--- config.mk ---
export PLATFORM = sky130hd
export DESIGN_NAME = pcg_mul
export DESIGN_NICKNAME = d
export VERILOG_FILES = /design/src/hdl/pcg_pkg.sv /design/src/hdl/pcg_mul.sv
export SDC_FILE = /design/constraint.sdc
export NUM_CORES = 2
export LEC_CHECK = 0
export ABC_AREA = 1
export BUFFER_PORTS_ARGS = -buffer_cell sky130_fd_sc_hd__buf_2
export CORE_MARGIN = 4
export CORE_UTILIZATION = 55
export DETAILED_ROUTE_END_ITERATION = 10
export HOLD_SLACK_MARGIN = 0.15
export PLACE_DENSITY = 0.79
export RECOVER_POWER = 25
export SLEW_MARGIN = 25
export SYNTH_ARGS = -nofsm -noshare
export SYNTH_HDL_FRONTEND = slang
export SYNTH_SLANG_ARGS = --single-unit
--- constraint.sdc ---
create_clock -name clk_i -period 8.3 [get_ports clk_i]
set_input_delay 0.415 -clock clk_i [delete_from_list [all_inputs] [get_ports clk_i]]
set_output_delay 0.415 -clock clk_i [all_outputs]
set_load 0.03 [all_outputs]
--- src/hdl/pcg_pkg.sv ---
package pcg_pkg;

  localparam int CORDIC_STEPS_DEF = 16;

  // shared widths
  localparam int ATAN_N     = 24;
  localparam int ATAN_IDX_W = $clog2(ATAN_N);
  localparam int MUL_W      = 33;
  localparam int PROD_W     = 2 * MUL_W;
  localparam int XY_W       = 33;
  localparam int DIV_W      = 38;
  localparam int DVS_W      = 27;
  localparam int CFG_IDX_W  = 2;
  localparam int CFG_DATA_W = 19;

  // fixed-point constants
  localparam logic [31:0]       THETA_RESET      = 32'd838861;
  localparam logic [31:0]       THETA_WRAP       = 32'd3373259426;
  localparam logic [DVS_W-1:0]  TWO_PI_Q24       = 27'd105414357;
  localparam logic [29:0]       TURN_PER_RAD_Q24 = 30'd683565276;
  localparam logic [22:0]       INV_PI_Q24       = 23'd5340354;
  localparam logic [22:0]       PI_2000_Q32      = 23'd6746519;
  localparam logic [13:0]       DELTA_BIAS       = 14'd42;
  localparam logic signed [XY_W-1:0] INV_GAIN_Q30 = 33'sd652032874;
  localparam logic [18:0]       SPEED_MIN        = 19'd1678;
  localparam logic [18:0]       SPEED_MAX        = 19'd335544;
  localparam logic [18:0]       SPEED_SPAN       = 19'd333866;
  localparam logic [18:0]       SPEED_DIAL_RST   = 19'd167772;
  localparam logic [11:0]       CV_RND           = 12'd2047;
  localparam logic [4:0]        COEFF_MAX        = 5'd20;

  // reciprocals: ceil(2^43 / 4095), exact for the CV range; floor(2^58 / (2*pi in Q24))
  localparam logic [31:0]       CV_RECIP         = 32'd2148008065;
  localparam logic [31:0]       MOD_RECIP        = 32'd2734261104;

  // atan(2^-i) in units of 2^-32 turn
  localparam logic [31:0] ATAN_TURNS [ATAN_N] = '{
    32'h20000000, 32'h12E4051E, 32'h09FB385B, 32'h051111D4, 32'h028B0D43, 32'h0145D7E1,
    32'h00A2F61E, 32'h00517C55, 32'h0028BE53, 32'h00145F2F, 32'h000A2F98, 32'h000517CC,
    32'h00028BE6, 32'h000145F3, 32'h0000A2FA, 32'h0000517D, 32'h000028BE, 32'h0000145F,
    32'h00000A30, 32'h00000518, 32'h0000028C, 32'h00000146, 32'h000000A3, 32'h00000051
  };

  typedef enum logic [CFG_IDX_W-1:0] {
    REG_SPEED_DIAL = 2'd0,
    REG_COEFF_A    = 2'd1,
    REG_COEFF_B    = 2'd2
  } cfg_reg_e;

  typedef enum logic [1:0] {
    EQ_SIN_COS    = 2'd0,
    EQ_SIN_INNER  = 2'd1,
    EQ_COS_INNER  = 2'd2,
    EQ_RATIO      = 2'd3
  } eq_e;

  typedef enum logic [1:0] {
    MULT_HALF   = 2'd0,
    MULT_UNITY  = 2'd1,
    MULT_DOUBLE = 2'd2
  } mult_e;

  typedef enum logic [1:0] {
    JOB_OUT,
    JOB_FIRST,
    JOB_SECOND,
    JOB_INNER
  } job_e;

  typedef enum logic [4:0] {
    ST_IDLE,
    ST_MOD_START,
    ST_MOD_WAIT,
    ST_MOD_REM,
    ST_TURN_MUL,
    ST_CORD_START,
    ST_CORD_WAIT,
    ST_OUT_X,
    ST_OUT_Y,
    ST_OUT_YSAVE,
    ST_SPD_MUL,
    ST_SPD_DIV,
    ST_SPD_WAIT,
    ST_DELTA_MUL,
    ST_PHASE,
    ST_ANG_MUL,
    ST_ANG_SAVE,
    ST_QUO_START,
    ST_QUO_WAIT,
    ST_INNER_K,
    ST_INNER_MUL,
    ST_PROD_MUL,
    ST_PROD_SAVE,
    ST_FINISH
  } st_e;

  typedef struct packed {
    logic [11:0] speed_cv;
    logic        cv_connected;
    logic        mult_button;
    logic        prev_button;
    logic        next_button;
  } in_item_t;

  typedef struct packed {
    logic signed [15:0] radius_out;
    logic signed [15:0] x_out;
    logic signed [15:0] y_out;
    logic [1:0]         equation_index;
    logic [1:0]         multiplier_index;
  } out_item_t;

  typedef struct packed {
    logic             start;
    logic [DIV_W-1:0] dividend;
    logic [DVS_W-1:0] divisor;
  } div_req_t;

  typedef struct packed {
    logic             busy;
    logic             done;
    logic [DIV_W-1:0] quot;
    logic [DVS_W-1:0] rem;
  } div_rsp_t;

  typedef struct packed {
    logic        start;
    logic [31:0] turn;
  } cord_req_t;

  typedef struct packed {
    logic                   busy;
    logic                   done;
    logic signed [XY_W-1:0] sin;
    logic signed [XY_W-1:0] cos;
  } cord_rsp_t;

endpackage

--- src/hdl/pcg_mul.sv ---
module pcg_mul (
  input  logic                                clk_i,
  input  logic signed [pcg_pkg::MUL_W-1:0]    a_i,
  input  logic signed [pcg_pkg::MUL_W-1:0]    b_i,
  output logic signed [pcg_pkg::PROD_W-1:0]   p_o
);

  logic signed [pcg_pkg::PROD_W-1:0] p_q;

  // product is registered: it lands in the cycle after the operands
  always_ff @(posedge clk_i) begin
    p_q <= a_i * b_i;
  end

  assign p_o = p_q;

endmodule

# Yosys cells after proc, flatten, opt, wreduce, memory -nomap -nowiden
# Cells that the tools add are included.
[word_totals]
output_inout_bits = 66
inputBits = 67
wordCells = 2
ram_bits = 0
regBits = 66
mem_count = 0
latchBits = 0
romBits = 0
[op_classes]
shift = 0
reduce_logical = 0
n_mux = 0
addsub = 0
mul = 1
order_cmp = 0
n_eq_ne = 0
div_mod_pow = 0
n_bitwise = 0
[ops]
columns = ["cell", "count"]
rows = [
  ["multiplier 33 x 33 -> 66 bit", 1],
]

# Longest topological paths before layout
[depth]
depth_word = 1
depth_mapped = 34

# Worst setup path before layout
# Ideal clock, no wire load.
[synth_timing]
path_kind = "input -> register"
from = "input a_i[32] in the netlist's numbering"
to = "register p_q (netlist bit p_o[60])"
stages = 23
setup_slack_ns = 1.129
arrival_time_ns = 7.058
required_ns = 8.187
path_cell_list = "clkbuf_1 > clkbuf_1 > nand2_1 > inv_1 > fa_1 > fa_1 > fa_1 > fa_1 > inv_1 > fa_1 > fa_1 > fa_1 > fa_1 > inv_1 > ha_1 > nand2_1 > nor2_1 > inv_1 > nor3_1 > nand2_1 > and2_0 > nand4_1 > nand2_1"
[synth_between]
elab_chain_len = 1
[synth_rtl]
columns = ["item", "line", "source"]
rows = [
  ["start: declaration", "pcg_mul.sv:3", "input logic signed [pcg_pkg::MUL_W-1:0] a_i,"],
  ["multiplier 33 x 33 -> 66 bit", "pcg_mul.sv:12", "p_q <= a_i * b_i;"],
  ["end signal: assignment", "pcg_mul.sv:12", ""],
  ["end: declaration", "pcg_mul.sv:8", "logic signed [pcg_pkg::PROD_W-1:0] p_q;"],
]
# No other way between the ends.

# Final worst setup path
[layout_timing]
from = "input b_i[9] in the netlist's numbering"
to = "register p_q (netlist bit p_o[57])"
[layout_between]
elab_chain_len = 1
[layout_rtl]
columns = ["item", "line", "source"]
rows = [
  ["start: declaration", "pcg_mul.sv:4", "input logic signed [pcg_pkg::MUL_W-1:0] b_i,"],
  ["multiplier 33 x 33 -> 66 bit", "pcg_mul.sv:12", ""],
]
# No other way between the ends.

==> metrics.md <==
| Metric | Value |
|---|---|
| Post-synth ARST share | `0%` |
| Dpl ws | `589.1 ps` |
| Worst path cell trace | `buf_2, nand2_1, fa_1, fa_1, fa_1, inv_1, fa_1, fa_1, fa_1, fa_1, inv_1, fa_1, inv_1, ha_1, nand2_1, nor2_1, nand3_1, nor2_1, o21ai_0, nand4_1, nand2_1` |
| Crit path launch type | `input port` |
| Syn nets | `6972` |
| Post-route minimum period | `7433 ps` |
| Largest register FFs | `66` |
| Vias in the first global route | `37930` |
| Die area | `0.08304 sq mm` |
| Post-synthesis average cell area | `7.789 sq um` |
| Critical Path AT | `7670 ps` |
| Setup_tns | `0 ps` |
| IO Port Bufs | `132` |
| Worst setup path startpoint | `b_i[9]` |
| Status | `finished clean` |
| Worst hold path type | `input port to flip-flop` |
| GRT overflow | `0` |
| #FFs+latches synth | `66` |
| Seq/Total Area, Yosys | `3.060%` |
| Clock edge transition at the registers on the reported setup and hold paths | `70 ps` |
| CP max-delay cell | `fa_1` |
| Primary FF master, synth | `dfxtp_1` |
| Hold_sp | `b_i[0]` |
| Vias per Instance | `5.120` |
| Crit-path max cell delay | `890 ps` |
| Yosys cell types | `35` |
| Max_cap viols | `0` |
| YS warnings | `0` |
| CP dominant cell by count | `fa_1` |
| Final wirelength | `117000 um` |
| Post-synth EDFFs | `0` |
| CTS buffer count | `9` |
| Die X-Extent | `288.2 um` |
| Average wire per standard cell | `17.94 um` |
| Mapped Cells | `5543` |
| Fmax | `0.1345 GHz` |
| Residual DRC | `0` |
| P&R area growth vs syn | `3.846%` |
| Final setup viols | `0` |
| DP Wirelength | `99710 um` |
| Worst setup margin | `867.0 ps` |
| CTS-repair resized insts | `0` |
| Setup bufs post-CTS | `0` |
| Tightest Pin Transition | `1133 ps` |
| Die span in y | `288.2 um` |
| Synthesized area | `0.04317 sq mm` |
| Crit end category | `flip-flop` |
| # fillers | `7009` |
| First-pass GRT wire length | `194300 um` |
| Core ar. | `0.07759 sq mm` |
| Final Max Tran Viols | `0` |
| Root Driver | `clkbuf_16` |
| Initial antenna violation count | `5` |
| Largest net degree at the start of global routing | `34` |
| Commonest non-fill, non-tap cell in the layout | `inv_1` |
| Critical-path maximum fanout | `14` |
| DRT iter0 DRCs | `2368` |
| H-tree levels | `3` |
| Share of layout cells above drive strength 1 | `4.091%` |
| GP Congestion | `0.9759` |
| Required time worst endpoint | `8540 ps` |
| Cell Rows | `102` |
| CTS Buffer Depth | `2` |
| Design area | `0.04483 sq mm` |
| Commonest cells after routing, fill and taps aside | `inv_1 (1894), nand2_1 (1517), fa_1 (1145)` |
| ANT nets after route | `0` |
| Initial Util | `55.64%` |
| Vias | `33390` |
| Fin crit share | `89.55%` |
| Setup CP Type | `input port to flip-flop` |
| CTS tree | `done` |
| Hold Vio Cnt, Final | `0` |
| Global Route Usage Sum | `29.75%` |
| Clk sinks | `66` |
| RSZ-0062 raised after global routing | `false` |
| CTS Hold Buffers Added | `0` |
| IO Count | `133` |
| Final net count | `6900` |
| Max_slew headroom | `24.46%` |
| Drt pass-1 iters | `6` |
| Post-DP Area | `0.04453 sq mm` |
synth_stat cells, types with 8 or more instances:
cell type / count / area [sq um]
inv_1: 1894 / 7109
nor2_1: 131 / 491.7
a21oi_1: 61 / 305.3
nand2_1: 1517 / 5694
nand2_2: 17 / 106.4
fa_1: 1145 / 22920
o21bai_1: 14 / 105.1
ha_1: 217 / 2715
clkbuf_1: 262 / 983.4
nand4_1: 19 / 118.9
o21ai_0: 19 / 95.09
nand3_1: 70 / 350.3
xor2_1: 37 / 324.1
nor2_2: 20 / 125.1
dfxtp_1: 66 / 1321
nand3_2: 8 / 80.08
logic make-up (layout without fill, tap and decap cells):
group	after synthesis	after routing	synth area share, %
buffers and inverters	2158	2091	18.76
and+or+nand+nor	1810	1810	16.59
adders and majority gates	1362	1362	59.38
AOI/OAI and AO/OA	106	106	1.377
DFF	66	66	3.060
xor gates and xnor gates	41	41	0.8317
other	0	5	0
worst max-delay path: cells and delay by family:
kind,cells,cell delay [ps]
AO/OA/AOI/OAI,1,220
buffers and inverters,4,810
adder cells (fa/ha/maj),9,5020
AND/OR/NAND/NOR,7,1150
final timing paths:
check | end | cells past startpoint | slack, ps
max | p_o[57]$_DFF_P_ | 21 | 870
min | p_o[0]$_DFF_P_ | 4 | 690
metal layers:
layer  vias to the layer above  GRT usage (%)  wire (um)
li1                      14850              -          -
met1                     16550          36.78      42680
met2                      1580          51.79      58250
met3                       408          4.728       9912
met4                         0          13.23       6145
met5                         -              0          0
final cells by class:
class	count	area, sq um	share of cell area (%)
Multi-Input combinational cell	3319	33750	75.28
Inverter	1895	7113	15.87
Sequential cell	66	1321	2.947
Tap cell	1040	1301	2.902
Timing Repair Buffer	180	1005	2.241
Clock buffer	10	239.0	0.5330
Clock inverter	6	90.09	0.2009
Antenna cell	5	12.51	0.02791
metrics by stage:
step                cells  utilization [%]  hold slack (ps)
floorplan            5543                -            678.6
global placement     6500            57.39            852.2
detailed placement   6500            57.39            851.0
CTS                  6516            57.82            661.0
global route         6518            57.77            696.4
finish               6521            57.78            688.8
Power is not shown: default switching activity piles up to over one toggle a cycle in this logic, so the estimate is an artifact.
