$ cat src/hdl/pcg_pkg.sv
package pcg_pkg;

  localparam int CORDIC_STEPS_DEF = 16;

  // shared widths
  localparam int ATAN_N     = 24;
  localparam int ATAN_IDX_W = $clog2(ATAN_N);
  localparam int MUL_W      = 33;
  localparam int PROD_W     = 2 * MUL_W;
  localparam int XY_W       = 33;
  localparam int DIV_W      = 38;
  localparam int DVS_W      = 27;
  localparam int CFG_IDX_W  = 2;
  localparam int CFG_DATA_W = 19;

  // fixed-point constants
  localparam logic [31:0]       THETA_RESET      = 32'd838861;
  localparam logic [31:0]       THETA_WRAP       = 32'd3373259426;
  localparam logic [DVS_W-1:0]  TWO_PI_Q24       = 27'd105414357;
  localparam logic [29:0]       TURN_PER_RAD_Q24 = 30'd683565276;
  localparam logic [22:0]       INV_PI_Q24       = 23'd5340354;
  localparam logic [22:0]       PI_2000_Q32      = 23'd6746519;
  localparam logic [13:0]       DELTA_BIAS       = 14'd42;
  localparam logic signed [XY_W-1:0] INV_GAIN_Q30 = 33'sd652032874;
  localparam logic [18:0]       SPEED_MIN        = 19'd1678;
  localparam logic [18:0]       SPEED_MAX        = 19'd335544;
  localparam logic [18:0]       SPEED_SPAN       = 19'd333866;
  localparam logic [18:0]       SPEED_DIAL_RST   = 19'd167772;
  localparam logic [11:0]       CV_RND           = 12'd2047;
  localparam logic [4:0]        COEFF_MAX        = 5'd20;

  // reciprocals: ceil(2^43 / 4095), exact for the CV range; floor(2^58 / (2*pi in Q24))
  localparam logic [31:0]       CV_RECIP         = 32'd2148008065;
  localparam logic [31:0]       MOD_RECIP        = 32'd2734261104;

  // atan(2^-i) in units of 2^-32 turn
  localparam logic [31:0] ATAN_TURNS [ATAN_N] = '{
    32'h20000000, 32'h12E4051E, 32'h09FB385B, 32'h051111D4, 32'h028B0D43, 32'h0145D7E1,
    32'h00A2F61E, 32'h00517C55, 32'h0028BE53, 32'h00145F2F, 32'h000A2F98, 32'h000517CC,
    32'h00028BE6, 32'h000145F3, 32'h0000A2FA, 32'h0000517D, 32'h000028BE, 32'h0000145F,
    32'h00000A30, 32'h00000518, 32'h0000028C, 32'h00000146, 32'h000000A3, 32'h00000051
  };

  typedef enum logic [CFG_IDX_W-1:0] {
    REG_SPEED_DIAL = 2'd0,
    REG_COEFF_A    = 2'd1,
    REG_COEFF_B    = 2'd2
  } cfg_reg_e;

  typedef enum logic [1:0] {
    EQ_SIN_COS    = 2'd0,
    EQ_SIN_INNER  = 2'd1,
    EQ_COS_INNER  = 2'd2,
    EQ_RATIO      = 2'd3
  } eq_e;

  typedef enum logic [1:0] {
    MULT_HALF   = 2'd0,
    MULT_UNITY  = 2'd1,
    MULT_DOUBLE = 2'd2
  } mult_e;

  typedef enum logic [1:0] {
    JOB_OUT,
    JOB_FIRST,
    JOB_SECOND,
    JOB_INNER
  } job_e;

  typedef enum logic [4:0] {
    ST_IDLE,
    ST_MOD_START,
    ST_MOD_WAIT,
    ST_MOD_REM,
    ST_TURN_MUL,
    ST_CORD_START,
    ST_CORD_WAIT,
    ST_OUT_X,
    ST_OUT_Y,
    ST_OUT_YSAVE,
    ST_SPD_MUL,
    ST_SPD_DIV,
    ST_SPD_WAIT,
    ST_DELTA_MUL,
    ST_PHASE,
    ST_ANG_MUL,
    ST_ANG_SAVE,
    ST_QUO_START,
    ST_QUO_WAIT,
    ST_INNER_K,
    ST_INNER_MUL,
    ST_PROD_MUL,
    ST_PROD_SAVE,
    ST_FINISH
  } st_e;

  typedef struct packed {
    logic [11:0] speed_cv;
    logic        cv_connected;
    logic        mult_button;
    logic        prev_button;
    logic        next_button;
  } in_item_t;

  typedef struct packed {
    logic signed [15:0] radius_out;
    logic signed [15:0] x_out;
    logic signed [15:0] y_out;
    logic [1:0]         equation_index;
    logic [1:0]         multiplier_index;
  } out_item_t;

  typedef struct packed {
    logic             start;
    logic [DIV_W-1:0] dividend;
    logic [DVS_W-1:0] divisor;
  } div_req_t;

  typedef struct packed {
    logic             busy;
    logic             done;
    logic [DIV_W-1:0] quot;
    logic [DVS_W-1:0] rem;
  } div_rsp_t;

  typedef struct packed {
    logic        start;
    logic [31:0] turn;
  } cord_req_t;

  typedef struct packed {
    logic                   busy;
    logic                   done;
    logic signed [XY_W-1:0] sin;
    logic signed [XY_W-1:0] cos;
  } cord_rsp_t;

endpackage

$ cat src/hdl/pcg_div.sv
module pcg_div (
  input  logic                clk_i,
  input  logic                rst_ni,
  input  pcg_pkg::div_req_t   req_i,
  output pcg_pkg::div_rsp_t   rsp_o
);

  localparam int DW    = pcg_pkg::DIV_W;
  localparam int VW    = pcg_pkg::DVS_W;
  localparam int CNT_W = $clog2(DW + 1);

  logic             busy_q, done_q;
  logic [CNT_W-1:0] cnt_q;
  logic [DW-1:0]    num_q;
  logic [VW-1:0]    den_q, rem_q;
  logic [VW:0]      trial, diff;
  logic             fits;

  // restoring division, one quotient bit per cycle
  assign trial = {rem_q, num_q[DW-1]};
  assign diff  = trial - {1'b0, den_q};
  assign fits  = (trial >= {1'b0, den_q});

  always_ff @(posedge clk_i or negedge rst_ni) begin
    if (!rst_ni) begin
      busy_q <= 1'b0;
      done_q <= 1'b0;
      cnt_q  <= '0;
    end else begin
      done_q <= 1'b0;
      if (req_i.start) begin
        busy_q <= 1'b1;
        cnt_q  <= CNT_W'(DW);
      end else if (busy_q) begin
        cnt_q <= cnt_q - 1'b1;
        if (cnt_q == CNT_W'(1)) begin
          busy_q <= 1'b0;
          done_q <= 1'b1;
        end
      end
    end
  end

  always_ff @(posedge clk_i) begin
    if (req_i.start) begin
      num_q <= req_i.dividend;
      den_q <= req_i.divisor;
      rem_q <= '0;
    end else if (busy_q) begin
      num_q <= {num_q[DW-2:0], fits};
      rem_q <= fits ? diff[VW-1:0] : trial[VW-1:0];
    end
  end

  assign rsp_o.busy = busy_q;
  assign rsp_o.done = done_q;
  assign rsp_o.quot = num_q;
  assign rsp_o.rem  = rem_q;

endmodule

$ cat config.mk
export PLATFORM = sky130hd
export DESIGN_NAME = pcg_div
export DESIGN_NICKNAME = d
export VERILOG_FILES = /design/src/hdl/pcg_pkg.sv /design/src/hdl/pcg_div.sv
export SDC_FILE = /design/constraint.sdc
export NUM_CORES = 1
export LEC_CHECK = 0
export ABC_CLOCK_PERIOD_IN_PS = 4050
export BUFFER_PORTS_ARGS = -buffer_cell sky130_fd_sc_hd__buf_4
export CAP_MARGIN = 20
export CORE_AREA = 4 4 100 112
export CTS_BUF_LIST = sky130_fd_sc_hd__clkbuf_2 sky130_fd_sc_hd__clkbuf_4 sky130_fd_sc_hd__clkbuf_8
export DETAILED_ROUTE_END_ITERATION = 8
export DIE_AREA = 0 0 104 116
export GPL_ROUTABILITY_DRIVEN = 0
export PLACE_DENSITY = 0.82
export SLEW_MARGIN = 10
export SYNTH_ARGS = -nofsm -noshare
export SYNTH_HDL_FRONTEND = slang
export SYNTH_SLANG_ARGS = --single-unit
$ cat constraint.sdc
create_clock -name clk_i -period 4.05 [get_ports clk_i]
set_input_delay 0.2025 -clock clk_i [delete_from_list [all_inputs] [get_ports clk_i]]
set_output_delay 0.2025 -clock clk_i [all_outputs]
set_load 0.005 [all_outputs]
======== Word-level counts from Yosys, hierarchy flattened ========
Cells that the tools add are included.
word-level totals
  register bits after elaboration ......... 100
  bits of input ports ..................... 68
  output and inout bits ................... 67
operators by class
  mux-type cells .......................... 11
  reduce and logical (&&, ||, !) cells .... 1
  equality and inequality tests ........... 1
  magnitude comparators ................... 1
  $add $sub $neg .......................... 2
operator list
  cell                   number
  $mux W38               2
  $ge A28 B27 Y1         1
  $mux W27               1
  $sub A27 B27 Y27       1
  $mux W6                2
  $eq A6 B1 Y1 const B   1
  $mux W1                6
  $sub A6 B1 Y6 const B  1
  $reduce_bool A2 Y1     1

======== Depth between registers and ports, before layout ========
  word-level depth ........................ 4
  mapped depth ............................ 13
  mapped depth without buffers ............ 12

======== Least setup slack after synthesis ========
Ideal clock, no wire load.
  kind .................................... flip-flop to flip-flop
  start point ............................. register num_q[37]
  end point ............................... register rem_q[23]
  library setup time ...................... 0.057 ns
  path slack .............................. 1.161 ns
  period minus slack after synthesis ...... 2.889 ns
  cell stages (with the launch flop) ...... 13
  arrival ................................. 2.832 ns
  data required time ...................... 3.993 ns
  cells stage by stage .................... edfxtp_1 inv_1 ha_1 fa_1 nor2b_1 o2111ai_1 nand3_1 a21oi_1 a2111oi_2 a2111oi_4 or3b_2 a21oi_1 a31o_2
between the ends
  word-level cells in the longest chain between the ends .. 2
  elaborated cells on any way between the ends .. 3
  those cells by class .................... add/sub (1); order compare (1); mux (1)
ends and longest elaborated chain
  what                                                RTL line                      source
  from (decl)                                         pcg_div.sv:14                 logic [DW-1:0] num_q;
  from (signal assigned)                              pcg_div.sv:46                 num_q <= req_i.dividend;
  from (signal assigned)                              pcg_div.sv:50                 num_q <= {num_q[DW-2:0], fits};
  $sub A27 B27 Y27 or $ge A28 B27 Y1 (tied branches)  pcg_div.sv:21, pcg_div.sv:22
  $mux W27 (*)                                        pcg_div.sv:51                 rem_q <= fits ? diff[VW-1:0] : trial[VW-1:0];
  to (signal assigned)                                pcg_div.sv:51
  to (decl)                                           pcg_div.sv:15                 logic [VW-1:0] den_q, rem_q;
Every way passes the cells marked *; elsewhere a longest branch is shown, timed or not.
A chain may end at the register's enable or synchronous reset.

======== Final worst setup path ========
  start point ............................. register num_q[37]
  end point ............................... register rem_q[11]
The elaborated chain is that of the path after synthesis.

==> qor.csv <==
metric;value;unit
clk_path_buf_depth;2;
arrival;3500;ps
worstPathMaxFanout;24;
cts_tree;done;
drtIter0Drc;245;
synth_cell_types;56;
setup_violations;0;
ios;135;
port_buffers;134;
synthArstFlopShare;8.000;%
seq_area_frac_synth;48.71;%
status;complete, no violations;
area_growth;27.77;%
wl;12810;um
grt_pass1_wl;21070;um
wire_per_inst;16.10;um
hp-class;primary input to flip-flop;
row_count;39;
grt_max_degree;73;
ff2ff_setup_slack;770;ps
groute.usage.overall;21.74;%
tightest_slew;821.0;ps
finalNetCount;766;
layout-drive-gt1-share;29.72;%
endpoint_kind;flip-flop;
clkSlewWorstSetupHoldPaths;110;ps
required;4280;ps
irDropWorstVdd;0.0002594;V
cts.sinks;100;
r2r_end;rem_q[11]$_SDFFE_PP0P_;
cts_buffers;9;
hp-start;req_i[28];
grt_pass1_vias;4365;
antenna_found_initial;0;
drtPass1Iterations;4;
h-tree-depth;3;
vias_per_cell;5.558;
synth_cells;518;
clock.fmax;305.2;MHz
clkLatencyLatePin;390;ps
syn_area_per_cell;10.67;um^2
synth_area;5528;um^2
maxCapViolCount;0;
synth.most_common_cell;edfxtp_1;
grt_overflow;0;
synthTopCellsByCount;65 x edfxtp_1, 47 x nor2_1, 42 x a21oi_1;
drc;0;
fin_crit_sh;80.91;%
hpwl;9154;um
critPathLaunchType;flip-flop;
met2WireLength;6443;um
powerDensity;569.0;nW/um^2
die_y;116;um
p_leak;3.190;nW
die_area;12060;um^2
synth.area.top_cells;edfxtp_1 35%, dfxtp_1 9.8%, mux2_2 7.7%;
synthFlopType;edfxtp_1;
timing.final.max_slew_violations;0;
synth_top_area_cell;edfxtp_1;
met1_length;5388;um
utilization;69.59;%
hold_path_depth;2;
synth_nets;616;
clockRootBuffer;clkbuf_8;
finalCriticalPeriod;3277;ps
met3_wirelength;675;um
ff2ff_path_depth;13;
tns;0;ps
ant_nets;0;
synth-edff-count;65;
skew;18.69;ps
netlist.area_leader.share;35.31;%
crit_type;flip-flop to flip-flop;
rr_startpoint;num_q[37]$_DFFE_PP_;
maxSlewHeadroom;45.27;%
core_area;10150;um^2
diodes;0;
hold_viol_final;0;
ys.warnings.count;0;
min_to;num_q[1]$_DFFE_PP_;
ys_seq_elements;100;
vias;4424;
cts_setup_buffers;0;
die_x;104;um
initial_core_util;54.46;%
top_layer;met4;
rsz0062_at_grt;no;
nFillCells;754;
-- how the worst max path moves through the flow --
stage,startpoint,to,slack [ps],cells past startpoint
after floorplan,num_q[37]$_DFFE_PP_,rem_q[23]$_SDFFE_PP0P_,1160,12
after CTS,num_q[37]$_DFFE_PP_,rem_q[11]$_SDFFE_PP0P_,780,13
after global placement,num_q[37]$_DFFE_PP_,rem_q[11]$_SDFFE_PP0P_,980,13
final,num_q[37]$_DFFE_PP_,rem_q[11]$_SDFFE_PP0P_,770,13
after global routing,num_q[37]$_DFFE_PP_,rem_q[11]$_SDFFE_PP0P_,570,13
after detailed placement,num_q[37]$_DFFE_PP_,rem_q[11]$_SDFFE_PP0P_,870,13
-- placed cells by master, fill, tap and decap left out, drive strengths merged, types with 2 or more instances in the layout --
cell         Yosys  final
or2              2      2
a311oi           2      2
o21bai           4      4
a21oi           42     42
xnor2           19     19
dfxtp           27     27
clkinvlp         0      3
edfxtp          65     65
xor2             8      8
and3             4      4
inv             37     40
nor3b            5      5
nor3             7      7
a2111oi          3      3
mux2i            9      9
nand4            5      5
o22ai            2      2
nor2            47     47
dfrtp            8      8
dlygate4sd3      0     28
nand2b           7      7
a31oi            6      6
nand3            9      9
ha              29     29
o21a             3      3
mux2            38     38
o21ai           20     20
a211oi          19     19
and2             3      3
clkbuf          20      9
buf              8    139
nand2           18     18
nor2b            9      9
a21o            15     15
-- layer usage --
metal  GRT usage, %  vias to the layer above
met5              0                        -
met4          10.11                        0
met3          4.680                       23
met2          37.58                      120
met1          26.31                     2107
li1               -                     2174
-- logic make-up after synthesis --
group | Yosys count | synth area share [%]
mux | 47 | 9.371
xor+xnor | 27 | 4.278
compound gates | 127 | 15.08
flops | 100 | 48.71
buf+inv | 65 | 4.776
simple gates | 122 | 10.86
fa+ha+maj | 30 | 6.926
-- timing repair --
action / 4_1_cts / 5_1_grt
endpoints found under the hold margin: 35 / 0
hold buffers: 28 / 0
gates resized for setup: 0 / 0
-- state kept, by name, indices dropped and copies added, names as in the netlist --
| signal | count |
|---|---|
| rem_q | 27 |
| den_q | 27 |
| done_q | 1 |
| busy_q | 1 |
| cnt_q | 6 |
| num_q | 38 |
-- per-stage QoR --
step	power (mW)	cell area [um^2]	std cells	hold slack, ps	worst slack, ps
global route	4.311	7063	796	95.33	573.6
CTS	4.028	7063	796	95.20	776.9
detailed placement	3.388	6601	752	25.88	869.9
global placement	3.336	6601	752	22.32	982.7
floorplan	2.788	5528	518	-93.09	1161
finish	4.019	7063	796	110.2	773.3
-- power breakdown --
group	total [mW]	switching, mW	internal [mW]
combinational	1.94	0.992	0.947
sequential	1.47	0.179	1.29
clock	0.609	0.377	0.232
total	4.02	1.55	2.47
-- critical path, cell delays in order, from the launching register on --
cell,delay [ps]
edfxtp_1,430
inv_1,80
ha_1,180
fa_1,200
nor2b_1,80
o2111ai_1,210
nand3_1,220
a21oi_1,300
a2111oi_2,140
a2111oi_4,360
buf_4,350
mux2_2,370
mux2i_1,130
nor2_1,60
-- final cells by class --
class | instances | area [um^2] | share of cell area (%)
timing repair buffer | 167 | 1324 | 18.74
sequential | 100 | 2694 | 38.14
clock buffer | 9 | 123.9 | 1.754
multi-input combinational | 353 | 2571 | 36.40
clock inverter | 7 | 57.56 | 0.8149
inverter | 37 | 138.9 | 1.966
tap | 123 | 153.9 | 2.179
Note: power is estimated with default switching activity, not from simulation.
