**config.mk**
```make
export PLATFORM = sky130hd
export DESIGN_NAME = pcg_cordic
export DESIGN_NICKNAME = d
export VERILOG_FILES = /design/src/hdl/pcg_pkg.sv /design/src/hdl/pcg_cordic.sv
export SDC_FILE = /design/constraint.sdc
export NUM_CORES = 1
export LEC_CHECK = 0
export ABC_CLOCK_PERIOD_IN_PS = 9200
export BUFFER_PORTS_ARGS = -buffer_cell sky130_fd_sc_hd__buf_2
export CAP_MARGIN = 10
export CELL_PAD_IN_SITES_DETAIL_PLACEMENT = 0
export CELL_PAD_IN_SITES_GLOBAL_PLACEMENT = 2
export CORE_MARGIN = 3
export CORE_UTILIZATION = 38
export DETAILED_ROUTE_END_ITERATION = 8
export MAX_ROUTING_LAYER = met4
export PLACE_DENSITY_LB_ADDON = 0.1
export SLEW_MARGIN = 30
export SYNTH_ARGS = -nofsm -noshare
export SYNTH_HDL_FRONTEND = slang
export SYNTH_SLANG_ARGS = --single-unit
export TNS_END_PERCENT = 10
```
**constraint.sdc**
```tcl
create_clock -name clk_i -period 9.2 [get_ports clk_i]
set_clock_uncertainty 0.15 [all_clocks]
set_input_delay 0.46 -clock clk_i [delete_from_list [all_inputs] [get_ports clk_i]]
set_output_delay 0.46 -clock clk_i [all_outputs]
set_load 0.005 [all_outputs]
```
**src/hdl/pcg_pkg.sv**
```systemverilog
package pcg_pkg;

  localparam int CORDIC_STEPS_DEF = 16;

  // shared widths
  localparam int ATAN_N     = 24;
  localparam int ATAN_IDX_W = $clog2(ATAN_N);
  localparam int MUL_W      = 33;
  localparam int PROD_W     = 2 * MUL_W;
  localparam int XY_W       = 33;
  localparam int DIV_W      = 38;
  localparam int DVS_W      = 27;
  localparam int CFG_IDX_W  = 2;
  localparam int CFG_DATA_W = 19;

  // fixed-point constants
  localparam logic [31:0]       THETA_RESET      = 32'd838861;
  localparam logic [31:0]       THETA_WRAP       = 32'd3373259426;
  localparam logic [DVS_W-1:0]  TWO_PI_Q24       = 27'd105414357;
  localparam logic [29:0]       TURN_PER_RAD_Q24 = 30'd683565276;
  localparam logic [22:0]       INV_PI_Q24       = 23'd5340354;
  localparam logic [22:0]       PI_2000_Q32      = 23'd6746519;
  localparam logic [13:0]       DELTA_BIAS       = 14'd42;
  localparam logic signed [XY_W-1:0] INV_GAIN_Q30 = 33'sd652032874;
  localparam logic [18:0]       SPEED_MIN        = 19'd1678;
  localparam logic [18:0]       SPEED_MAX        = 19'd335544;
  localparam logic [18:0]       SPEED_SPAN       = 19'd333866;
  localparam logic [18:0]       SPEED_DIAL_RST   = 19'd167772;
  localparam logic [11:0]       CV_RND           = 12'd2047;
  localparam logic [4:0]        COEFF_MAX        = 5'd20;

  // reciprocals: ceil(2^43 / 4095), exact for the CV range; floor(2^58 / (2*pi in Q24))
  localparam logic [31:0]       CV_RECIP         = 32'd2148008065;
  localparam logic [31:0]       MOD_RECIP        = 32'd2734261104;

  // atan(2^-i) in units of 2^-32 turn
  localparam logic [31:0] ATAN_TURNS [ATAN_N] = '{
    32'h20000000, 32'h12E4051E, 32'h09FB385B, 32'h051111D4, 32'h028B0D43, 32'h0145D7E1,
    32'h00A2F61E, 32'h00517C55, 32'h0028BE53, 32'h00145F2F, 32'h000A2F98, 32'h000517CC,
    32'h00028BE6, 32'h000145F3, 32'h0000A2FA, 32'h0000517D, 32'h000028BE, 32'h0000145F,
    32'h00000A30, 32'h00000518, 32'h0000028C, 32'h00000146, 32'h000000A3, 32'h00000051
  };

  typedef enum logic [CFG_IDX_W-1:0] {
    REG_SPEED_DIAL = 2'd0,
    REG_COEFF_A    = 2'd1,
    REG_COEFF_B    = 2'd2
  } cfg_reg_e;

  typedef enum logic [1:0] {
    EQ_SIN_COS    = 2'd0,
    EQ_SIN_INNER  = 2'd1,
    EQ_COS_INNER  = 2'd2,
    EQ_RATIO      = 2'd3
  } eq_e;

  typedef enum logic [1:0] {
    MULT_HALF   = 2'd0,
    MULT_UNITY  = 2'd1,
    MULT_DOUBLE = 2'd2
  } mult_e;

  typedef enum logic [1:0] {
    JOB_OUT,
    JOB_FIRST,
    JOB_SECOND,
    JOB_INNER
  } job_e;

  typedef enum logic [4:0] {
    ST_IDLE,
    ST_MOD_START,
    ST_MOD_WAIT,
    ST_MOD_REM,
    ST_TURN_MUL,
    ST_CORD_START,
    ST_CORD_WAIT,
    ST_OUT_X,
    ST_OUT_Y,
    ST_OUT_YSAVE,
    ST_SPD_MUL,
    ST_SPD_DIV,
    ST_SPD_WAIT,
    ST_DELTA_MUL,
    ST_PHASE,
    ST_ANG_MUL,
    ST_ANG_SAVE,
    ST_QUO_START,
    ST_QUO_WAIT,
    ST_INNER_K,
    ST_INNER_MUL,
    ST_PROD_MUL,
    ST_PROD_SAVE,
    ST_FINISH
  } st_e;

  typedef struct packed {
    logic [11:0] speed_cv;
    logic        cv_connected;
    logic        mult_button;
    logic        prev_button;
    logic        next_button;
  } in_item_t;

  typedef struct packed {
    logic signed [15:0] radius_out;
    logic signed [15:0] x_out;
    logic signed [15:0] y_out;
    logic [1:0]         equation_index;
    logic [1:0]         multiplier_index;
  } out_item_t;

  typedef struct packed {
    logic             start;
    logic [DIV_W-1:0] dividend;
    logic [DVS_W-1:0] divisor;
  } div_req_t;

  typedef struct packed {
    logic             busy;
    logic             done;
    logic [DIV_W-1:0] quot;
    logic [DVS_W-1:0] rem;
  } div_rsp_t;

  typedef struct packed {
    logic        start;
    logic [31:0] turn;
  } cord_req_t;

  typedef struct packed {
    logic                   busy;
    logic                   done;
    logic signed [XY_W-1:0] sin;
    logic signed [XY_W-1:0] cos;
  } cord_rsp_t;

endpackage

```
**src/hdl/pcg_cordic.sv**
```systemverilog
module pcg_cordic #(
  parameter int STEPS = pcg_pkg::CORDIC_STEPS_DEF
) (
  input  logic                clk_i,
  input  logic                rst_ni,
  input  pcg_pkg::cord_req_t  req_i,
  output pcg_pkg::cord_rsp_t  rsp_o
);

  localparam int IW = pcg_pkg::ATAN_IDX_W;
  localparam int XW = pcg_pkg::XY_W;

  logic                 busy_q, done_q, flip_q;
  logic [IW-1:0]        i_q;
  logic signed [XW-1:0] x_q, y_q, z_q;
  logic signed [XW-1:0] dx, dy, at, nx, ny, nz;
  logic                 last;
  logic                 flip;
  logic [31:0]          u;

  // fold the turn into the right half plane
  assign flip = req_i.turn[31] ^ req_i.turn[30];
  assign u    = {req_i.turn[31] ^ flip, req_i.turn[30:0]};

  assign dx   = y_q >>> i_q;
  assign dy   = x_q >>> i_q;
  assign at   = signed'({1'b0, pcg_pkg::ATAN_TURNS[i_q]});
  assign last = (i_q == IW'(STEPS - 1));

  always_comb begin
    if (!z_q[XW-1]) begin
      nx = x_q - dx;
      ny = y_q + dy;
      nz = z_q - at;
    end else begin
      nx = x_q + dx;
      ny = y_q - dy;
      nz = z_q + at;
    end
  end

  always_ff @(posedge clk_i or negedge rst_ni) begin
    if (!rst_ni) begin
      busy_q <= 1'b0;
      done_q <= 1'b0;
      i_q    <= '0;
    end else begin
      done_q <= 1'b0;
      if (req_i.start) begin
        busy_q <= 1'b1;
        i_q    <= '0;
      end else if (busy_q) begin
        i_q <= i_q + 1'b1;
        if (last) begin
          busy_q <= 1'b0;
          done_q <= 1'b1;
        end
      end
    end
  end

  always_ff @(posedge clk_i) begin
    if (req_i.start) begin
      flip_q <= flip;
      x_q    <= pcg_pkg::INV_GAIN_Q30;
      y_q    <= '0;
      z_q    <= signed'({u[31], u});
    end else if (busy_q) begin
      z_q <= nz;
      if (last && flip_q) begin
        x_q <= -nx;
        y_q <= -ny;
      end else begin
        x_q <= nx;
        y_q <= ny;
      end
    end
  end

  assign rsp_o.busy = busy_q;
  assign rsp_o.done = done_q;
  assign rsp_o.sin  = y_q;
  assign rsp_o.cos  = x_q;

endmodule
```
Word-level counts from Yosys, hierarchy flattened
Memories as Yosys holds them, arrays and structs flattened.
Cells that the tools add are included.
- register bits: 107
- ROM bits: 1024
- input port bits: 35
- output and inout bits: 68
- word-level logic and storage cells: 43
- memories: 1
- memory list (name ; words ; bits a word ; read ports ; clocked after memory_dff ; wr ports ; RTL line ; RTL):
    (no name shown) ; 32 ; 32 ; 1 ; 0 ; 0 ; pcg_cordic.sv:27 ; assign at = signed'({1'b0, pcg_pkg::ATAN_TURNS[i_q]});
- $add $sub $neg: 9
- order comparisons: 1
- equality and inequality tests: 1
- shift-type cells: 2
- multiplexer cells: 17
- bitwise logic cells: 3
- reduce and logical (&&, ||, !) cells: 2
- operators with widths (operator ; number):
    $mux 33 ; 7
    $add 33x33->33 ; 3
    $sub 33x33->33 ; 3
    $neg 33->33 ; 2
    $sshr 33x5->33 ; 2
    $mux 32 ; 2
    $mux 5 ; 2
    $ge 6x6->1 const B ; 1
    $mux 1 ; 6
    $not 5->6 ; 1
    $add 5x1->5 const B ; 1
    $eq 5x4->1 const B ; 1
    $reduce_bool 2->1 ; 1
    $xor 1x1->1 ; 2
    $logic_and 1x1->1 ; 1

Depth between registers and ports, before layout
Gate-level depths: netlist of the first run.
- depth in word-level cells: 8
- depth in mapped cells: 30
- mapped depth without buffers: 24

Worst setup path after synthesis of the first run
Ideal clock, no wire load.
- kind: register -> register
- start: register i_q[0]
- end: register y_q[29]
- setup time: 0.074 ns
- arrival: 6.225 ns
- data required time: 8.976 ns
- path slack: 2.751 ns
- stages on the path, launching flop included: 27
- buffers on the path: 4
- clock period less this slack: 6.449 ns
- path through: dfrtp_1 > buf_6 > buf_12 > buf_6 > mux4_2 > mux2_2 > a222oi_1 > o21a_2 > ha_1 > nand2_1 > nor4_2 > nand2_2 > nor2_1 > nor2_1 > xor2_1 > ha_1 > clkbuf_1 > a21oi_1 > o221ai_1 > nor3_1 > a21o_1 > or3b_2 > a31oi_1 > o2111a_1 > a31oi_1 > or4_1 > a31oi_1
- word-level cells in the longest chain between the ends: 5
- elaborated cells on any way between the ends: 8
- classes of those cells: add/sub: 3; eq/ne: 1; shift: 1; mux: 2; reduce/logical: 1
- ends and longest elaborated chain (element ; RTL line ; RTL):
    start, declared ; pcg_cordic.sv:14 ; logic [IW-1:0] i_q;
    start signal, assigned ; pcg_cordic.sv:53 ; i_q <= i_q + 1'b1;
    $sshr 33x5->33 ; pcg_cordic.sv:26 ; assign dy = x_q >>> i_q;
    $add 33x33->33 / $sub 33x33->33 (equally long branches) ; pcg_cordic.sv:33, pcg_cordic.sv:37 ;
    $mux 33 ; pcg_cordic.sv:31 ; if (!z_q[XW-1]) begin
    $neg 33->33 ; pcg_cordic.sv:72 ; y_q <= -ny;
    $mux 33 (*) ; pcg_cordic.sv:70 ; if (last && flip_q) begin
    end signal, assigned ; pcg_cordic.sv:72 ;
    end signal, assigned ; pcg_cordic.sv:75 ; y_q <= ny;
    end, declared ; pcg_cordic.sv:15 ; logic signed [XW-1:0] x_q, y_q, z_q;
Every way passes the cells marked *; elsewhere a longest branch is shown, timed or not.
A chain may end at the register's enable or synchronous reset.

Worst setup path after layout of the first run
- start: register i_q[0]
- end: register x_q[32]
- word-level cells in the longest chain between the ends: 5
- elaborated cells on any way between the ends: 8
- classes of those cells: add/sub: 3; eq/ne: 1; shift: 1; mux: 2; reduce/logical: 1
- ends and longest elaborated chain (element ; RTL line ; RTL):
    $sshr 33x5->33 ; pcg_cordic.sv:25 ; assign dx = y_q >>> i_q;
    $sub 33x33->33 / $add 33x33->33 (equally long branches) ; pcg_cordic.sv:32, pcg_cordic.sv:36 ;
    $mux 33 ; pcg_cordic.sv:31 ;
    $neg 33->33 ; pcg_cordic.sv:71 ; x_q <= -nx;
    $mux 33 (*) ; pcg_cordic.sv:70 ;
    end signal, assigned ; pcg_cordic.sv:65 ; x_q <= pcg_pkg::INV_GAIN_Q30;
    end signal, assigned ; pcg_cordic.sv:71 ;
    end signal, assigned ; pcg_cordic.sv:74 ; x_q <= nx;
    end, declared ; pcg_cordic.sv:15 ;
Marks and branches as above.

==> results of run 1 <==
-- area by class of cell --
| class | instances | area, um2 | area share, % |
|---|---|---|---|
| Clock inverter | 7 | 80.1 | 0.412 |
| Clock buffer | 9 | 225 | 1.16 |
| Inverter | 64 | 240 | 1.24 |
| Sequential cell | 107 | 2540 | 13.1 |
| Timing Repair Buffer | 142 | 828 | 4.26 |
| Tap cell | 607 | 759 | 3.91 |
| Multi-Input combinational cell | 2000 | 14800 | 76.0 |
-- flip-flops by register name, indices dropped and copies added (netlist names) --
| register | cells |
|---|---|
| y_q | 33 |
| x_q | 33 |
| busy_q | 1 |
| i_q | 5 |
| z_q | 33 |
| flip_q | 1 |
| done_q | 1 |
-- Yosys cell counts, types with 10 or more instances --
master / instances
a211o_1: 12
a211oi_1: 63
a21o_1: 43
a21oi_1: 177
a31oi_1: 41
and2_1: 24
and3_1: 16
buf_1: 21
buf_2: 30
buf_6: 10
clkbuf_1: 93
dfxtp_1: 66
edfxtp_1: 34
ha_1: 113
inv_1: 60
mux2_2: 36
mux2i_1: 74
mux4_2: 77
nand2_1: 224
nand2b_1: 24
nand3_1: 54
nand4_1: 12
nor2_1: 227
nor2b_1: 22
nor3_1: 35
nor4_1: 19
o211ai_1: 36
o21a_1: 26
o21ai_0: 157
o21bai_1: 16
o22ai_1: 17
o31ai_1: 18
or2_2: 11
or3_1: 14
xnor2_1: 105
xor2_1: 103
-- logic make-up after synthesis --
group	count (synthesis)
and+or+nand+nor	730
adders and majority gates	116
muxes	188
DFF	107
AOI/OAI and AO/OA	758
buffers and inverters	225
xor gates and xnor gates	208
-- path summary, 6_finish.rpt --
path / start / end / slack, ns / cells after the start
min: req_i[22] / z_q[22] / 0.18 / 3
min in group asynchronous: rst_ni / i_q[1] / 0.25 / 2
max reg2reg: i_q[0] / x_q[32] / 1.15 / 22
max in group asynchronous: rst_ni / busy_q / 8.46 / 2
min reg2reg: y_q[32] / y_q[32] / 0.38 / 2
max: i_q[0] / x_q[32] / 1.15 / 22
-- repair_timing --
action / CTS / global route
hold buffers: 1 / 0
hold endpoints to repair: 7 / 0
endpoints found under the setup margin: 0 / 0
-- critical path, cell delays in order, from the launching register on --
cell and delay, ns:
dfrtp_4 1.00, buf_12 0.39, mux4_2 0.58, mux2_2 0.30, o2bb2ai_1 0.12, a221oi_1 0.65
nand3_1 0.21, nor3_1 0.48, and2_1 0.25, a21oi_1 0.09, xor2_1 0.18, ha_1 0.44
nand2_1 0.17, nor4_1 0.37, o211ai_1 0.21, a31oi_1 0.52, nor2_1 0.11, xor2_1 0.28
nand3b_1 0.18, nor4_2 0.61, a41oi_1 0.24, xnor2_1 0.18, a211oi_2 0.20
-- metrics by stage --
step,instances,instance area (um2),hold WS [ns]
final,2936,19400,0.179
after global placement,2919,19100,0.163
after floorplan,2332,18300,0.0144
after detailed placement,2919,19100,0.165
after CTS,2936,19400,0.152
after global routing,2936,19400,0.173
-- layer usage --
metal  share of wire [%]  up-vias  routed length [um]  GRT usage (%)
met5                   0        -                   0              -
met3                 5.7      124                4090           3.92
met1                  46     8882               33000           38.6
met4                 2.8        0                2030           7.52
li1                    -     8785                   -              -
met2                  46      636               33200           45.7
==> results by group, run 1 <==
Timing
  • Final hold viol count: 0
  • Final period utilization: 87.5%
  • Min setup slack post-route: 1.15 ns
  • RSZ-0062 raised after global routing: no
  • Setup TNS: 0 ns
  • Final setup viols: 0
  • Max-slew violations: 0
  • Worst slew pin tran: 1.05 ns
  • Achievable clock frequency: 124 MHz
  • Tmin final: 8.05 ns
  • Normalized max-slew margin: 30.2%

CTS
  • CTS root buffer: clkbuf_16
  • Post-CTS Setup Bufs: 0
  • Num CTS Buffers: 9
  • Htree depth: 3
  • Clock Pin Slew Worst Setup and Hold Paths: 0.09 ns
  • TritonCTS Sinks: 107
  • Maximum clock path buffer count: 2
  • Post-cts sizing count: 0
  • CTS tree: done
  • Clock Latency Late Sink: 0.41 ns

Detailed routing
  • Routed wire per std cell: 24.6 um
  • DRT Pass-1 Iters: 5
  • Total Wirelength: 72300 um
  • Post-DRT Antenna Nets: 0
  • # DRC: 0
  • Initial DRC count: 1366
  • Via/cell ratio: 6.28
  • Routed vias: 18427

Critical path
  • CP Capture Type: flip-flop
  • Worst-path maximum fanout: 56
  • CP arrival: 8.24 ns
  • Worst Path Class, Setup: flip-flop to flip-flop
  • Setup crit start kind: flip-flop
  • CP required: 9.39 ns

Synthesis
  • Main synth FF type: dfxtp_1
  • Post-synth top area share: 9.48%
  • Syn nets: 2483
  • Post-synthesis sequential area ratio: 13.8%
  • Yosys Warn Count: 0
  • Ys async rst share: 6.54%
  • Syn_area_per_cell: 7.84 um2
  • Cell variety after synth: 110
  • Post-synth EDFFs: 34
  • Yosys reg bits: 107
  • Synthesized area: 18300 um2
  • Synth Instances: 2332
  • Synth Area in Compound Gates: 27.9%
  • Post-Synth Simple-Gate Area: 19.0%
  • Synth Area in Adders: 8.06%
  • Synth Area in XOR/XNOR: 9.96%
  • Post-synthesis mux area share: 15.8%
  • Largest family of logic cells by synthesized area: compound AO/OA/AOI/OAI gates
  • Top cell type by total area after synthesis: mux4_2
  • Top post-synthesis cells by area: mux4_2, ha_1, dfxtp_1

Global routing
  • Antenna violations before repair: 0
  • Pin count of the biggest net entering global routing: 74
  • Grt ovf: 0
  • Gr usage total: 28.8%
  • First-pass GRT wire length: 110000 um
  • Vias in the first global route: 17420

Cells and area
  • Final design utilization: 41.3%
  • Most frequent cells in the layout: nor2_1, nand2_1, a21oi_1, o21ai_0, ha_1
  • Final nets: 2475
  • Layout cell share with drive strength beyond 1: 14.3%
  • Antenna cells: 0
  • FILL cells: 4888
  • Layout Area Growth over Synthesis: 6.31%
  • Commonest non-fill, non-tap cell in the layout: nor2_1

Placed design
  • Final Wtd Congestion: 0.981
  • Port bufs: 102
  • Detail Placement HPWL: 55200 um
  • Post-place setup slack: 0.990 ns

Min path
  • Hold crit path type: input port to flip-flop

Job
  • Max Cap Viol: 0

Floorplan
  • Die Wd: 225 um
  • Core Rows: 79
  • Die height: 225 um
  • Initial Utilization: 38.9%
  • Io pins: 103
  • DIE AREA: 50800 um2
  • Core area: 47100 um2

Run status
  • Status: finished, final reports clean
Power of run 1 is not shown: default switching activity piles up to over one toggle a cycle in this logic, so the estimate is an artifact.
==> run 2: changes to the inputs <==
CORE_MARGIN = unset   (was 3)
==> run 2 against run 1 <==
Compared with the run above: routed wire length increased by 1.3%; first-iteration DRC count up 29%; design area about the same; worst hold slack worse by 0.0029 ns; clock-buffer cell count up 1; worst setup slack got worse by 0.094 ns; critical endpoint is now y_q[30].
==> results by group, run 2 (synthesis gave the netlist of run 1 again) <==
Run status
  • Status: finished, final reports clean

Cells and area
  • FILL cells: 4869
  • Final nets: 2470
  • Commonest non-fill, non-tap cell in the layout: nor2_1
  • Most frequent cells in the layout: nor2_1, nand2_1, a21oi_1, o21ai_0, ha_1
  • Layout cell share with drive strength beyond 1: 14.1%
  • Biggest regs: x_q (33), y_q (33), z_q (33)
  • Antenna cells: 0
  • Layout Area Growth over Synthesis: 6.30%
  • Design Area, Final: 19400 um2

Global routing
  • Antenna violations before repair: 0
  • Vias in the first global route: 17689
  • Gr usage total: 30.3%
  • Grt ovf: 0
  • First-pass GRT wire length: 111000 um
  • Pin count of the biggest net entering global routing: 90

Detailed routing
  • # DRC: 0
  • Routed vias: 18545
  • Post-DRT Antenna Nets: 0
  • Via/cell ratio: 6.31
  • Total Wirelength: 73200 um
  • Initial DRC count: 1764
  • Routed wire per std cell: 24.9 um
  • DRT Pass-1 Iters: 8

CTS
  • TritonCTS Sinks: 107
  • Clock Latency Late Sink: 0.41 ns
  • CTS tree: done
  • Clock Pin Slew Worst Setup and Hold Paths: 0.09 ns
  • Post-CTS Setup Bufs: 0
  • Num CTS Buffers: 9
  • Htree depth: 3
  • CTS root buffer: clkbuf_16
  • Maximum clock path buffer count: 2

Timing
  • Final period utilization: 88.5%
  • Achievable clock frequency: 123 MHz
  • Setup TNS: 0 ns
  • RSZ-0062 raised after global routing: no
  • Final hold viol count: 0
  • Max-slew violations: 0
  • Normalized max-slew margin: 33.3%
  • Tmin final: 8.14 ns
  • Worst slew pin tran: 0.993 ns
  • Final setup viols: 0

Floorplan
  • Io pins: 103
  • Core area: 47600 um2
  • Die Wd: 221 um
  • DIE AREA: 49000 um2
  • Core Rows: 80
  • Initial Utilization: 38.4%
  • Die height: 221 um

Critical path
  • Worst-path maximum fanout: 36
  • CP Capture Type: flip-flop
  • R2r setup slk: 1.06 ns
  • Register-to-Register Path Depth: 20
  • CP arrival: 8.31 ns
  • CP required: 9.37 ns
  • Worst Path Class, Setup: flip-flop to flip-flop
  • CP Launch Point: i_q[0]
  • Worst reg2reg endpoint: y_q[30]
  • R2r startpoint: i_q[0]
  • Setup crit start kind: flip-flop

Min path
  • Hold endpoint: z_q[24]
  • Hold path start: req_i[24]
  • Hold crit path type: input port to flip-flop
  • Hold Crit Depth: 3

Placed design
  • Port bufs: 102
  • Detail Placement HPWL: 54900 um
  • DP Area: 19100 um2
  • Final Wtd Congestion: 0.961

Job
  • Max Cap Viol: 0
[run 2: worst max-delay path: stages (launching register included)]
cell	delay [ns]
dfrtp_4	0.81
buf_4	0.50
mux4_2	0.65
a222oi_1	0.75
o21a_2	0.27
ha_1	0.20
nand2_1	0.10
nor4_2	0.64
a21oi_1	0.18
xor2_1	0.18
ha_1	0.39
a21oi_1	0.32
o21ai_0	0.17
a21oi_1	0.26
xnor2_1	0.18
nor4b_1	0.70
or4b_1	0.64
nor3_2	0.38
a31oi_1	0.16
xor2_1	0.17
a211oi_1	0.23
[run 2: how the worst max path moves through the flow]
stage	to	depth (start not counted)
6_report	y_q[30]	20
5_1_grt	x_q[32]	22
4_1_cts	y_q[30]	21
3_5_place_dp	x_q[31]	21
3_3_place_gp	x_q[31]	21
2_1_floorplan	y_q[29]	26
[run 2: layout make-up]
cell class / count / area, um2 / area share [%]
clock inverters: 6 / 63.8 / 0.328
clock buffers: 10 / 250 / 1.29
repair buffers: 137 / 803 / 4.13
well taps: 615 / 769 / 3.96
inverters: 64 / 241 / 1.24
multi-input cells: 2000 / 14800 / 76.0
flip-flops and latches: 107 / 2530 / 13.0
[run 2: metal layers]
metal / up-vias / GRT usage, % / wire, um
met5: - / - / 0
met4: 0 / 11.1 / 2440
met3: 127 / 2.80 / 3890
met2: 675 / 48.1 / 33800
met1: 8979 / 40.1 / 33100
li1: 8764 / - / -
[run 2: what timing repair did]
action | 4_1_cts | 5_1_grt
hold buffers | 1 | 0
resized for setup | 0 | 0
hold endpoints to repair | 7 | 0
[run 2: metrics by stage]
stage	hold slack [ns]	std cells	util (%)	setup WS [ns]
after floorplan	0.0144	2332	-	2.75
after detailed placement	0.159	2922	40.1	1.27
after global routing	0.166	2939	40.8	0.503
after CTS	0.151	2939	40.8	1.21
final	0.176	2939	40.8	1.06
after global placement	0.155	2922	40.1	1.39
Power of run 2 is left out for the same reason.
